--- config.mk ---
export PLATFORM = sky130hd
export DESIGN_NAME = humidity_sensor_frame_decode
export DESIGN_NICKNAME = d
export VERILOG_FILES = /design/src/sv/hsfd_pkg.sv /design/src/sv/humidity_sensor_frame_decode.sv /design/src/sv/hsfd_front.sv /design/src/sv/hsfd_queue.sv /design/src/sv/hsfd_back.sv
export SDC_FILE = /design/constraint.sdc
export NUM_CORES = 1
export LEC_CHECK = 0
export BUFFER_PORTS_ARGS = -buffer_cell sky130_fd_sc_hd__buf_2
export CORE_ASPECT_RATIO = 1.1
export CORE_UTILIZATION = 55
export CTS_BUF_LIST = sky130_fd_sc_hd__clkbuf_2 sky130_fd_sc_hd__clkbuf_4 sky130_fd_sc_hd__clkbuf_8
export DETAILED_ROUTE_END_ITERATION = 6
export GPL_ROUTABILITY_DRIVEN = 0
export PLACE_DENSITY = 0.78
export SYNTH_ARGS = -nofsm -noshare
export SYNTH_HDL_FRONTEND = slang
export SYNTH_SLANG_ARGS = --single-unit
--- constraint.sdc ---
create_clock -name clk -period 7.7 [get_ports clk]
set_clock_uncertainty 0.2 [all_clocks]
set_input_delay 0.77 -clock clk [delete_from_list [all_inputs] [get_ports clk]]
set_output_delay 0.77 -clock clk [all_outputs]
set_load 0.02 [all_outputs]
--- src/sv/hsfd_pkg.sv ---
package hsfd_pkg;

  // reading type carried beside each frame
  typedef enum logic {
    KIND_TEMP = 1'b0,
    KIND_HUM  = 1'b1
  } kind_t;

  // crc-8, x^8+x^5+x^4+1, msb first, zero start value
  localparam logic [7:0] CRC_TAPS = 8'h31;

  localparam logic [7:0] TEMP_MASK = 8'hFC;
  localparam logic [7:0] HUM_MASK  = 8'hF0;

  // scale factors in hundredths per full-scale step, applied as raw*scale >> 16
  localparam logic [14:0] TEMP_SCALE = 15'd17572;
  localparam logic [14:0] HUM_SCALE  = 15'd12500;

  localparam logic signed [15:0] TEMP_OFFSET = 16'sd4685;
  localparam logic signed [15:0] HUM_OFFSET  = 16'sd600;
  localparam logic signed [15:0] HUM_MAX     = 16'sd10000;

  // checked frame handed from the front part to the back part
  typedef struct packed {
    kind_t       kind;
    logic        failed;
    logic [15:0] raw;
  } item_t;

  // remainder of byte*x^8 modulo the crc polynomial
  function automatic logic [7:0] crc8_byte(input logic [7:0] b);
    logic [7:0] r;
    r = b;
    for (int i = 0; i < 8; i++) begin
      if (r[7]) begin
        r = {r[6:0], 1'b0} ^ CRC_TAPS;
      end else begin
        r = {r[6:0], 1'b0};
      end
    end
    return r;
  endfunction

endpackage

--- src/sv/humidity_sensor_frame_decode.sv ---
// frame decoder for a temperature / relative humidity sensor. each input beat
// carries one three-byte reading frame (high, low and crc-8 check byte) and a
// kind bit; each output beat carries the reading in hundredths (centidegrees
// c, or centipercent clamped to 0..10000), the check-failed flag and the kind.
// a frame whose crc-8 (x^8+x^5+x^4+1, zero start) remainder is nonzero gives
// value 0 with check_failed set. one beat is taken every clock cycle while the
// output does not stall; an input beat passes two front stages for the two
// byte-wise crc steps, the two-entry queue, one multiply stage and one
// offset / clamp stage. in steady flow the queue keeps one spare entry, so
// after the output stalls the input takes one more beat before its ready falls.
// reset clears only the valid flags, queue pointers and queue count.
module humidity_sensor_frame_decode
  import hsfd_pkg::*;
(
  input  logic        clk,
  input  logic        rst,

  input  logic        s_axis_tvalid,
  output logic        s_axis_tready,
  input  logic [23:0] s_axis_tdata,   // high_byte [7:0], low_byte [15:8], check_byte [23:16]
  input  logic [0:0]  s_axis_tuser,   // kind [0]

  output logic        m_axis_tvalid,
  input  logic        m_axis_tready,
  output logic [15:0] m_axis_tdata,   // value [14:0] (signed), zero pad [15]
  output logic [1:0]  m_axis_tuser    // check_failed [0], kind_out [1]
);

  // front to queue
  logic  f_valid;
  logic  f_ready;
  item_t f_item;

  // queue to back
  logic  q_valid;
  logic  q_ready;
  item_t q_item;

  logic signed [14:0] value;
  logic               check_failed;
  kind_t              kind_out;

  // crc check and status-bit masking
  hsfd_front u_front (
    .clk       (clk),
    .rst       (rst),
    .in_valid  (s_axis_tvalid),
    .in_ready  (s_axis_tready),
    .in_kind   (kind_t'(s_axis_tuser[0])),
    .in_high   (s_axis_tdata[7:0]),
    .in_low    (s_axis_tdata[15:8]),
    .in_check  (s_axis_tdata[23:16]),
    .out_valid (f_valid),
    .out_ready (f_ready),
    .out_item  (f_item)
  );

  // decouples the checker from output back pressure
  hsfd_queue u_queue (
    .clk       (clk),
    .rst       (rst),
    .in_valid  (f_valid),
    .in_ready  (f_ready),
    .in_item   (f_item),
    .out_valid (q_valid),
    .out_ready (q_ready),
    .out_item  (q_item)
  );

  // scaling, offset and clamp; last stage is the output register
  hsfd_back u_back (
    .clk        (clk),
    .rst        (rst),
    .in_valid   (q_valid),
    .in_ready   (q_ready),
    .in_item    (q_item),
    .out_valid  (m_axis_tvalid),
    .out_ready  (m_axis_tready),
    .out_value  (value),
    .out_failed (check_failed),
    .out_kind   (kind_out)
  );

  assign m_axis_tdata = {1'b0, value};
  assign m_axis_tuser = {kind_out, check_failed};

  // a bad frame always reads as zero
  a_fail_zero: assert property (@(posedge clk) disable iff (rst)
    m_axis_tvalid && m_axis_tuser[0] |-> m_axis_tdata[14:0] == 15'd0)
    else $error("failed frame with nonzero value");

  // humidity stays within 0..10000
  a_hum_range: assert property (@(posedge clk) disable iff (rst)
    m_axis_tvalid && m_axis_tuser[1] |->
      !m_axis_tdata[14] && (m_axis_tdata[14:0] <= HUM_MAX[14:0]))
    else $error("humidity out of range");

  // temperature never below the offset floor
  a_temp_floor: assert property (@(posedge clk) disable iff (rst)
    m_axis_tvalid && !m_axis_tuser[1] |->
      $signed(m_axis_tdata[14:0]) >= -$signed(TEMP_OFFSET[14:0]))
    else $error("temperature below floor");

endmodule

--- src/sv/hsfd_front.sv ---
module hsfd_front
  import hsfd_pkg::*;
(
  input  logic        clk,
  input  logic        rst,
  input  logic        in_valid,
  output logic        in_ready,
  input  kind_t       in_kind,
  input  logic [7:0]  in_high,
  input  logic [7:0]  in_low,
  input  logic [7:0]  in_check,
  output logic        out_valid,
  input  logic        out_ready,
  output item_t       out_item
);

  // stage a: crc over the high byte
  logic       a_valid;
  kind_t      a_kind;
  logic [7:0] a_crc;
  logic [7:0] a_high;
  logic [7:0] a_low;
  logic [7:0] a_check;
  logic       a_ready;
  logic       b_ready;

  logic [7:0]  b_rem;
  logic [15:0] b_raw;

  assign b_ready  = !out_valid || out_ready;
  assign a_ready  = !a_valid || b_ready;
  assign in_ready = a_ready;

  always_ff @(posedge clk) begin
    if (rst) begin
      a_valid <= 1'b0;
    end else if (a_ready) begin
      a_valid <= in_valid;
    end
  end

  always_ff @(posedge clk) begin
    if (a_ready && in_valid) begin
      a_kind  <= in_kind;
      a_crc   <= crc8_byte(in_high);
      a_high  <= in_high;
      a_low   <= in_low;
      a_check <= in_check;
    end
  end

  // stage b: fold in the low byte, compare with check byte, mask status bits
  always_comb begin
    b_rem = crc8_byte(a_crc ^ a_low) ^ a_check;
    if (a_kind == KIND_TEMP) begin
      b_raw = {a_high, a_low & TEMP_MASK};
    end else begin
      b_raw = {a_high, a_low & HUM_MASK};
    end
  end

  always_ff @(posedge clk) begin
    if (rst) begin
      out_valid <= 1'b0;
    end else if (b_ready) begin
      out_valid <= a_valid;
    end
  end

  always_ff @(posedge clk) begin
    if (b_ready && a_valid) begin
      out_item.kind   <= a_kind;
      out_item.failed <= (b_rem != 8'h00);
      out_item.raw    <= b_raw;
    end
  end

endmodule

--- src/sv/hsfd_queue.sv ---
module hsfd_queue
  import hsfd_pkg::*;
(
  input  logic  clk,
  input  logic  rst,
  input  logic  in_valid,
  output logic  in_ready,
  input  item_t in_item,
  output logic  out_valid,
  input  logic  out_ready,
  output item_t out_item
);

  item_t      mem [2];
  logic       wr_ptr;
  logic       rd_ptr;
  logic [1:0] count;
  logic       push;
  logic       pop;

  assign in_ready  = (count != 2'd2);
  assign out_valid = (count != 2'd0);
  assign push      = in_valid && in_ready;
  assign pop       = out_valid && out_ready;
  assign out_item  = mem[rd_ptr];

  always_ff @(posedge clk) begin
    if (rst) begin
      wr_ptr <= 1'b0;
      rd_ptr <= 1'b0;
      count  <= 2'd0;
    end else begin
      if (push) begin
        wr_ptr <= !wr_ptr;
      end
      if (pop) begin
        rd_ptr <= !rd_ptr;
      end
      if (push && !pop) begin
        count <= count + 2'd1;
      end else if (pop && !push) begin
        count <= count - 2'd1;
      end
    end
  end

  always_ff @(posedge clk) begin
    if (push) begin
      mem[wr_ptr] <= in_item;
    end
  end

endmodule

--- src/sv/hsfd_back.sv ---
module hsfd_back
  import hsfd_pkg::*;
(
  input  logic               clk,
  input  logic               rst,
  input  logic               in_valid,
  output logic               in_ready,
  input  item_t              in_item,
  output logic               out_valid,
  input  logic               out_ready,
  output logic signed [14:0] out_value,
  output logic               out_failed,
  output kind_t              out_kind
);

  // stage p: scale multiply
  logic        p_valid;
  kind_t       p_kind;
  logic        p_failed;
  logic [14:0] p_scaled;
  logic        p_ready;
  logic        o_ready;

  logic [30:0] product;
  logic signed [15:0] diff;
  logic signed [14:0] result;

  assign o_ready  = !out_valid || out_ready;
  assign p_ready  = !p_valid || o_ready;
  assign in_ready = p_ready;

  always_comb begin
    if (in_item.kind == KIND_TEMP) begin
      product = 31'(in_item.raw) * 31'(TEMP_SCALE);
    end else begin
      product = 31'(in_item.raw) * 31'(HUM_SCALE);
    end
  end

  always_ff @(posedge clk) begin
    if (rst) begin
      p_valid <= 1'b0;
    end else if (p_ready) begin
      p_valid <= in_valid;
    end
  end

  always_ff @(posedge clk) begin
    if (p_ready && in_valid) begin
      p_kind   <= in_item.kind;
      p_failed <= in_item.failed;
      p_scaled <= product[30:16];
    end
  end

  // offset, humidity clamp, zero on a bad frame
  always_comb begin
    if (p_kind == KIND_TEMP) begin
      diff   = $signed({1'b0, p_scaled}) - TEMP_OFFSET;
      result = diff[14:0];
    end else begin
      diff = $signed({1'b0, p_scaled}) - HUM_OFFSET;
      if (diff < 16'sd0) begin
        result = '0;
      end else if (diff > HUM_MAX) begin
        result = HUM_MAX[14:0];
      end else begin
        result = diff[14:0];
      end
    end
    if (p_failed) begin
      result = '0;
    end
  end

  always_ff @(posedge clk) begin
    if (rst) begin
      out_valid <= 1'b0;
    end else if (o_ready) begin
      out_valid <= p_valid;
    end
  end

  always_ff @(posedge clk) begin
    if (o_ready && p_valid) begin
      out_value  <= result;
      out_failed <= p_failed;
      out_kind   <= p_kind;
    end
  end

endmodule

==> impl_metrics.tcl, run 1 <==
set metrics [dict create \
    cpMostUsedCell "inv_1" \
    cts_tree "done" \
    nets 1250 \
    totalWireLength_um 19400 \
    io_buffers 47 \
    ys_types 75 \
    area_delta_synth_final_pct 8.40 \
    dp_hpwl_um 15800 \
    hold_violations 0 \
    synth_top_area_share_pct 33.2 \
    syn_area_per_cell_um2 11.1 \
    hold_path_class "flop to flop" \
    vias 6952 \
    drtIter0Drc 340 \
    outcome "finished clean" \
    cts_resized 0 \
    die_h_um 146 \
    clock.fmax_ghz 0.158 \
    worstSetupStartpointType "flop" \
    async_reset_ff_share_pct 0 \
    insertedDiodeCount 0 \
    min_period_ps 6330 \
    worst_pin_slew_ps 913 \
    wl_per_cell_um 15.6 \
    fillers 1471 \
    grt_overflow 0 \
    drive_gt1_share_pct 11.6 \
    htree_levels 4 \
    rrSetupSlack_ps 1370 \
    route.detailed.drc 0 \
    synth_area_leaders "edfxtp_1, ha_1, fa_1" \
    synthCells 935 \
    synth-edff-count 115 \
    fp.coreArea_um2 18500 \
    num_rows 52 \
    cp_slowest_cell "dfxtp_1" \
    crit_chain "mux2i_1, inv_1, ha_1, ha_1, inv_1, fa_1, inv_1, fa_1, inv_1, fa_1, inv_1, ha_1, and3_1, nand3_1, nand2_1, a41o_1, or3_4, a2111o_1, o221a_2" \
    grt_pass1_vias 7155 \
    critPathCaptureType "flop" \
    multi_input_area_um2 6050 \
    synth_fp_nets 1195 \
    viasPerCell 5.58 \
    setup-violations-final 0 \
    die-width_um 133 \
    yosysSeqAreaShare_pct 34.9 \
    start_util_pct 56.3 \
    synth_warnings 0 \
    cts_sinks 124 \
    grtUsageTotal_pct 21.2 \
    final_cell_mix "ha_1, inv_1, edfxtp_1" \
    critical_path_buf_inv_count 5 \
    hold_buffers 0 \
    cts_setup_buffers 0 \
    grt_max_degree 34 \
    fin_setup_tns_ps 0 \
    clkLatencyLatePin_ps 430 \
    cp_slowest_stage_delay_ps 810 \
    io_pins 49 \
    crit_type "flop to flop" \
    yosysTopAreaCell "edfxtp_1" \
    slew_headroom_pct 38.9 \
    ys.flop_type "edfxtp_1" \
    rsz0062_at_grt "false" \
    root_buffer "clkbuf_8" \
    path_delay_family "adder cells" \
    final_antenna_net_count 0 \
    ys_seq_elements 124 \
    drtPass1Iterations 7 \
    grt_pass1_wl_um 32600 \
    clockBufferDepth 2 \
    cp_max_fo 18 \
    cts_buffers 17 \
    period_share_pct 82.2 \
    arrival_ps 6310 \
    drv_cap 0 \
    layout_commonest_cell "ha_1" \
    die_area_um2 19500 \
    path_clk_slew_ps 80 \
    register_area_um2 3630 \
    worstPathRequired_ps 7680 \
    syn-cell-area_um2 10400 \
    antenna_found_initial 0 \
    slew_viol_final 0 \
]
==> area by class of cell <==
| type | count | share of cell area, % |
|---|---|---|
| Inverter | 164 | 5.46 |
| Tap cell | 243 | 2.70 |
| Sequential cell | 124 | 32.2 |
| Clock inverter | 14 | 1.19 |
| Clock buffer | 18 | 2.14 |
| Multi-Input combinational cell | 628 | 53.7 |
| Timing Repair Buffer | 55 | 2.62 |
==> cell families after synthesis <==
family / after synthesis / synth area share (%)
other: 1 / 0.0361
buffers and inverters: 183 / 6.89
AND/OR/NAND/NOR: 144 / 6.87
flip-flops: 124 / 34.9
XOR/XNOR: 68 / 5.73
adder cells (fa/ha/maj): 231 / 31.8
AO/OA/AOI/OAI: 166 / 11.9
multiplexers: 18 / 1.88
==> flip-flops by register name (all words and copies together), names as in the netlist, 2 cells and up, named ones only <==
| register | cells |
|---|---|
| u_back.p_scaled | 15 |
| u_front.a_high | 8 |
| u_queue.count | 2 |
| u_front.out_item | 16 |
| u_back.out_value | 15 |
| u_front.a_check | 8 |
| u_front.a_low | 8 |
| u_queue.mem | 32 |
| u_front.a_crc | 8 |
==> cell usage after synthesis, types with 7 or more instances <==
library cell and number:
a21o_1 15, a21oi_1 30, clkbuf_1 11, dfxtp_1 9
edfxtp_1 115, fa_1 55, ha_1 176, inv_1 163
mux2_2 12, nand2_1 28, nand3_1 18, nand4_1 7
nor2_1 44, nor3_1 9, o21a_1 7, o21ai_0 22
o31ai_1 8, or3_1 7, xnor2_1 38, xor2_1 30
==> routing by layer <==
layer | vias up | GRT usage (%) | share of wire (%)
li1 | 3427 | - | -
met1 | 3325 | 23.1 | 39
met2 | 161 | 40.6 | 55
met3 | 39 | 3.37 | 3.7
met4 | 0 | 8.24 | 2.5
met5 | - | 0 | 0
==> per-stage QoR <==
stage	util [%]	hold WS (ps)	cells	worst slack [ps]	instance area, µm²
floorplan	-	200	935	1750	10400
global placement	59.0	202	1214	1510	10900
detailed placement	59.0	205	1214	1340	10900
CTS	61.0	224	1246	1330	11300
global route	61.0	233	1246	998	11300
finish	61.0	222	1246	1370	11300
==> worst paths after layout <==
kind / cells after the start / start / to
hold reg to reg: 0 / u_front.a_high[4] / u_front.out_item[12]
setup reg to reg: 19 / flop / u_back.p_scaled[7]
setup / recovery: 19 / flop / u_back.p_scaled[7]
hold / removal: 0 / u_front.a_high[4] / u_front.out_item[12]
Power of run 1 is not shown: default switching activity piles up to over one toggle a cycle in this logic, so the estimate is an artifact.
==> inputs of run 2 (changes only) <==
PLACE_DENSITY = 0.8   (was 0.78)
clock period = 5.8 ns   (was 7.7 ns; I/O delays follow)
==> impl_metrics.tcl, run 2 (synthesized netlist as in run 1, its figures left out) <==
set metrics [dict create \
    slew_headroom_pct 48.3 \
    die_area_um2 19500 \
    path_clk_slew_ps 80 \
    grtUsageTotal_pct 23.3 \
    drv_cap 0 \
    clock.fmax_ghz 0.177 \
    grt_pass1_wl_um 35100 \
    die-width_um 133 \
    regMostFlops "u_queue.mem" \
    cts_setup_buffers 0 \
    clkLatencyLatePin_ps 440 \
    r2r_end "u_back.p_scaled[7]" \
    io_buffers 47 \
    min_period_ps 5640 \
    grt_max_degree 34 \
    arrival_ps 5630 \
    drtPass1Iterations 4 \
    cts_sinks 124 \
    rsz0062_at_grt "false" \
    hp-start "s_axis_tdata[17]" \
    min_to "u_front.a_check[1]" \
    dp_hpwl_um 17400 \
    largest_register_ffs 32 \
    io_pins 49 \
    final_cell_mix "ha_1, inv_1, edfxtp_1" \
    fillers 1454 \
    fin_setup_tns_ps 0 \
    root_buffer "clkbuf_8" \
    whs_path_depth 1 \
    grt_overflow 0 \
    final_antenna_net_count 0 \
    totalWireLength_um 21500 \
    num_rows 52 \
    final_area_um2 11400 \
    worstPathRequired_ps 5800 \
    setup-violations-final 0 \
    viasPerCell 5.67 \
    drive_gt1_share_pct 13.4 \
    rrSetupSlack_ps 160 \
    route.detailed.drc 0 \
    drtIter0Drc 362 \
    grt_pass1_vias 7465 \
    worst_pin_slew_ps 773 \
    antenna_found_initial 0 \
    nets 1265 \
    reg2regPathDepth 18 \
    area_delta_synth_final_pct 9.92 \
    slew_viol_final 0 \
    largestRegisters "u_queue.mem: 32 flops, u_front.out_item: 16 flops" \
    hold_path_class "primary input to flop" \
    layout_commonest_cell "ha_1" \
    cts_buffers 17 \
    insertedDiodeCount 0 \
    vias 7152 \
    crit_type "flop to flop" \
    fp.coreArea_um2 18500 \
    critPathCaptureType "flop" \
    period_share_pct 97.2 \
    worstSetupStartpointType "flop" \
    clockBufferDepth 2 \
    hold_violations 0 \
    cts_tree "done" \
    die_h_um 146 \
    place_area_um2 11000 \
    htree_levels 4 \
    wl_per_cell_um 17.0 \
    outcome "finished clean" \
    cp_max_fo 18 \
    start_util_pct 56.3 \
]
## run 2: cell types whose count changed in the layout (fill, tap and decap cells not counted), moves of 2 or more
cell        before  now
mux2_4           0    2
clkinvlp_4       3    1
buf_4            8   21
inv_8            1    6
mux2_2          12   10
## run 2: how the worst max path moves through the flow
| stage | slack (ps) | cells past startpoint | from | end |
|---|---|---|---|---|
| 2_1_floorplan | 10 | 21 | flop | u_back.p_scaled[7] |
| 3_3_place_gp | 210 | 18 | flop | u_back.p_scaled[7] |
| 3_5_place_dp | 140 | 16 | flop | u_back.p_scaled[7] |
| 4_1_cts | 90 | 20 | flop | u_back.p_scaled[7] |
| 5_1_grt | 5 | 18 | flop | u_back.p_scaled[7] |
| 6_report | 160 | 18 | flop | u_back.p_scaled[7] |
## run 2: through the flow
step | std cells | hold slack, ps | setup slack [ps] | utilization [%]
floorplan | 935 | 200 | 10.1 | -
global placement | 1229 | 201 | 210 | 59.7
detailed placement | 1229 | 205 | 139 | 59.7
CTS | 1261 | 84.3 | 92.8 | 61.7
global route | 1261 | 72.6 | 4.55 | 61.9
finish | 1261 | 106 | 162 | 61.9
## run 2: per-layer routing
layer  vias to the layer above  routed length (µm)  GRT usage, %
met1                      3454                8320          24.1
met5                         -                   0             0
met3                        66                 532          3.89
li1                       3466                   -             -
met4                         0                 824          11.0
met2                       166               11800          44.9
## run 2: critical path, cell delays in order, from the launching register on
cell and delay, ps:
dfxtp_2 350, buf_12 160, mux2_2 420, ha_1 350
ha_1 360, xor2_1 180, ha_1 310, fa_1 540
inv_1 50, fa_1 520, inv_1 40, ha_1 370
a21o_1 240, nand3_1 80, nand2_1 50, a41o_1 220
or3_4 390, a2111o_1 420, o221a_2 120
## run 2: final cells by class
cell class                 count  area (µm²)  area share (%)
multi-input combinational    628        6070            53.1
sequential                   124        3630            31.8
tap                          243         304            2.66
clock buffer                  17         234            2.05
inverter                     164         616            5.38
clock inverter                15         149            1.30
timing repair buffer          70         424            3.71
## run 2: timing repair
action | in CTS | in global routing
hold buffers | 0 | 0
setup endpoints to repair | 0 | 4
resized for setup | 0 | 7
Power of run 2 is left out for the same reason.
==> inputs of run 3 (changes only) <==
CTS_BUF_LIST = not set   (was sky130_fd_sc_hd__clkbuf_2 sky130_fd_sc_hd__clkbuf_4 sky130_fd_sc_hd__clkbuf_8)
==> impl_metrics.tcl, run 3 (synthesized netlist as in run 1, its figures left out) <==
set metrics [dict create \
    drive_gt1_share_pct 13.8 \
    slew_headroom_pct 49.6 \
    whs_path_depth 1 \
    fp.coreArea_um2 18500 \
    totalWireLength_um 21800 \
    area_delta_synth_final_pct 12.0 \
    worstPathRequired_ps 5770 \
    regMostFlops "u_queue.mem" \
    hold_violations 0 \
    worst_pin_slew_ps 756 \
    rrSetupSlack_ps 200 \
    die_h_um 146 \
    insertedDiodeCount 0 \
    nets 1268 \
    grt_pass1_wl_um 35400 \
    hold_path_class "primary input to flop" \
    clockBufferDepth 2 \
    drtPass1Iterations 7 \
    period_share_pct 96.5 \
    root_buffer "clkbuf_16" \
    grt_max_degree 34 \
    start_util_pct 56.3 \
    hp-start "s_axis_tdata[21]" \
    min_to "u_front.a_check[5]" \
    clock.fmax_ghz 0.179 \
    drv_cap 0 \
    fillers 1419 \
    path_clk_slew_ps 60 \
    crit_type "flop to flop" \
    final_cell_mix "ha_1, inv_1, edfxtp_1" \
    viasPerCell 5.72 \
    reg2regPathDepth 18 \
    cp_slowest_cell "fa_1" \
    outcome "finished clean" \
    multi_input_area_um2 6070 \
    final_antenna_net_count 0 \
    cp_max_fo 16 \
    register_area_um2 3630 \
    fin_setup_tns_ps 0 \
    layout_commonest_cell "ha_1" \
    clkLatencyLatePin_ps 420 \
    grt_pass1_vias 7436 \
    slew_viol_final 0 \
    setup-violations-final 0 \
    min_period_ps 5600 \
    largestRegisters "u_queue.mem: 32 flops, u_front.out_item: 16 flops" \
    io_pins 49 \
    worstSetupStartpointType "flop" \
    cpMostUsedCell "ha_1" \
    grtUsageTotal_pct 23.4 \
    htree_levels 4 \
    dp_hpwl_um 17400 \
    grt_overflow 0 \
    r2r_end "u_back.p_scaled[7]" \
    drtIter0Drc 362 \
    cts_buffers 17 \
    cts_tree "done" \
    cts_sinks 124 \
    largest_register_ffs 32 \
    arrival_ps 5570 \
    die-width_um 133 \
    vias 7226 \
    rsz0062_at_grt "false" \
    cp_slowest_stage_delay_ps 540 \
    antenna_found_initial 0 \
    io_buffers 47 \
    crit_chain "buf_12, mux2_2, ha_1, ha_1, xor2_1, ha_1, fa_1, inv_1, fa_1, inv_1, ha_2, a21o_1, nand3_1, nand2_1, a41o_1, or3_4, a2111o_1, o221a_2" \
    die_area_um2 19500 \
    wl_per_cell_um 17.2 \
    num_rows 52 \
    route.detailed.drc 0 \
    hold_buffers 0 \
    critPathCaptureType "flop" \
]
run 3: layout make-up:
cell class,count,share of cell area [%]
Inverter,164,5.29
Timing Repair Buffer,73,3.84
Clock inverter,15,1.28
Clock buffer,17,3.65
Sequential cell,124,31.2
Tap cell,243,2.61
Multi-Input combinational cell,628,52.1
run 3: worst max path at each step:
stage	endpoint	slack [ps]	cells past startpoint
after floorplan	u_back.p_scaled[7]	10	21
after global placement	u_back.p_scaled[7]	210	18
after detailed placement	u_back.p_scaled[7]	140	16
after CTS	u_back.p_scaled[7]	100	20
after global routing	u_back.p_scaled[7]	30	20
final	u_back.p_scaled[7]	200	18
run 3: per-stage QoR:
step                cell area [µm²]  setup WS [ps]  hold WS [ps]  std cells  utilization [%]
detailed placement            11000            139           205       1229             59.7
finish                        11600            203           125       1264             63.0
floorplan                     10400           10.1           200        935                -
CTS                           11600           95.5           116       1261             62.8
global route                  11600           26.5           110       1264             63.0
global placement              11000            210           201       1229             59.7
run 3: routing by layer:
metal  part of all wire (%)  global-route usage [%]
met5                      0                       0
met4                    3.2                    10.1
met3                    3.4                    3.65
met2                     55                    45.5
met1                     39                    24.7
run 3: worst max-delay path, delay by kind of cell, from the launching register on:
family / cells / cell delay, ps
flops: 1 / 340
fa+ha+maj: 6 / 2430
compound gates: 4 / 990
buf+inv: 3 / 240
mux: 1 / 430
simple gates: 3 / 520
xor+xnor: 1 / 180
run 3: timing repair:
action | 4_1_cts | 5_1_grt
endpoints found under the setup margin | 0 | 4
buffers inserted | 0 | 3
gates resized for setup | 0 | 8
Power of run 3 is left out for the same reason.
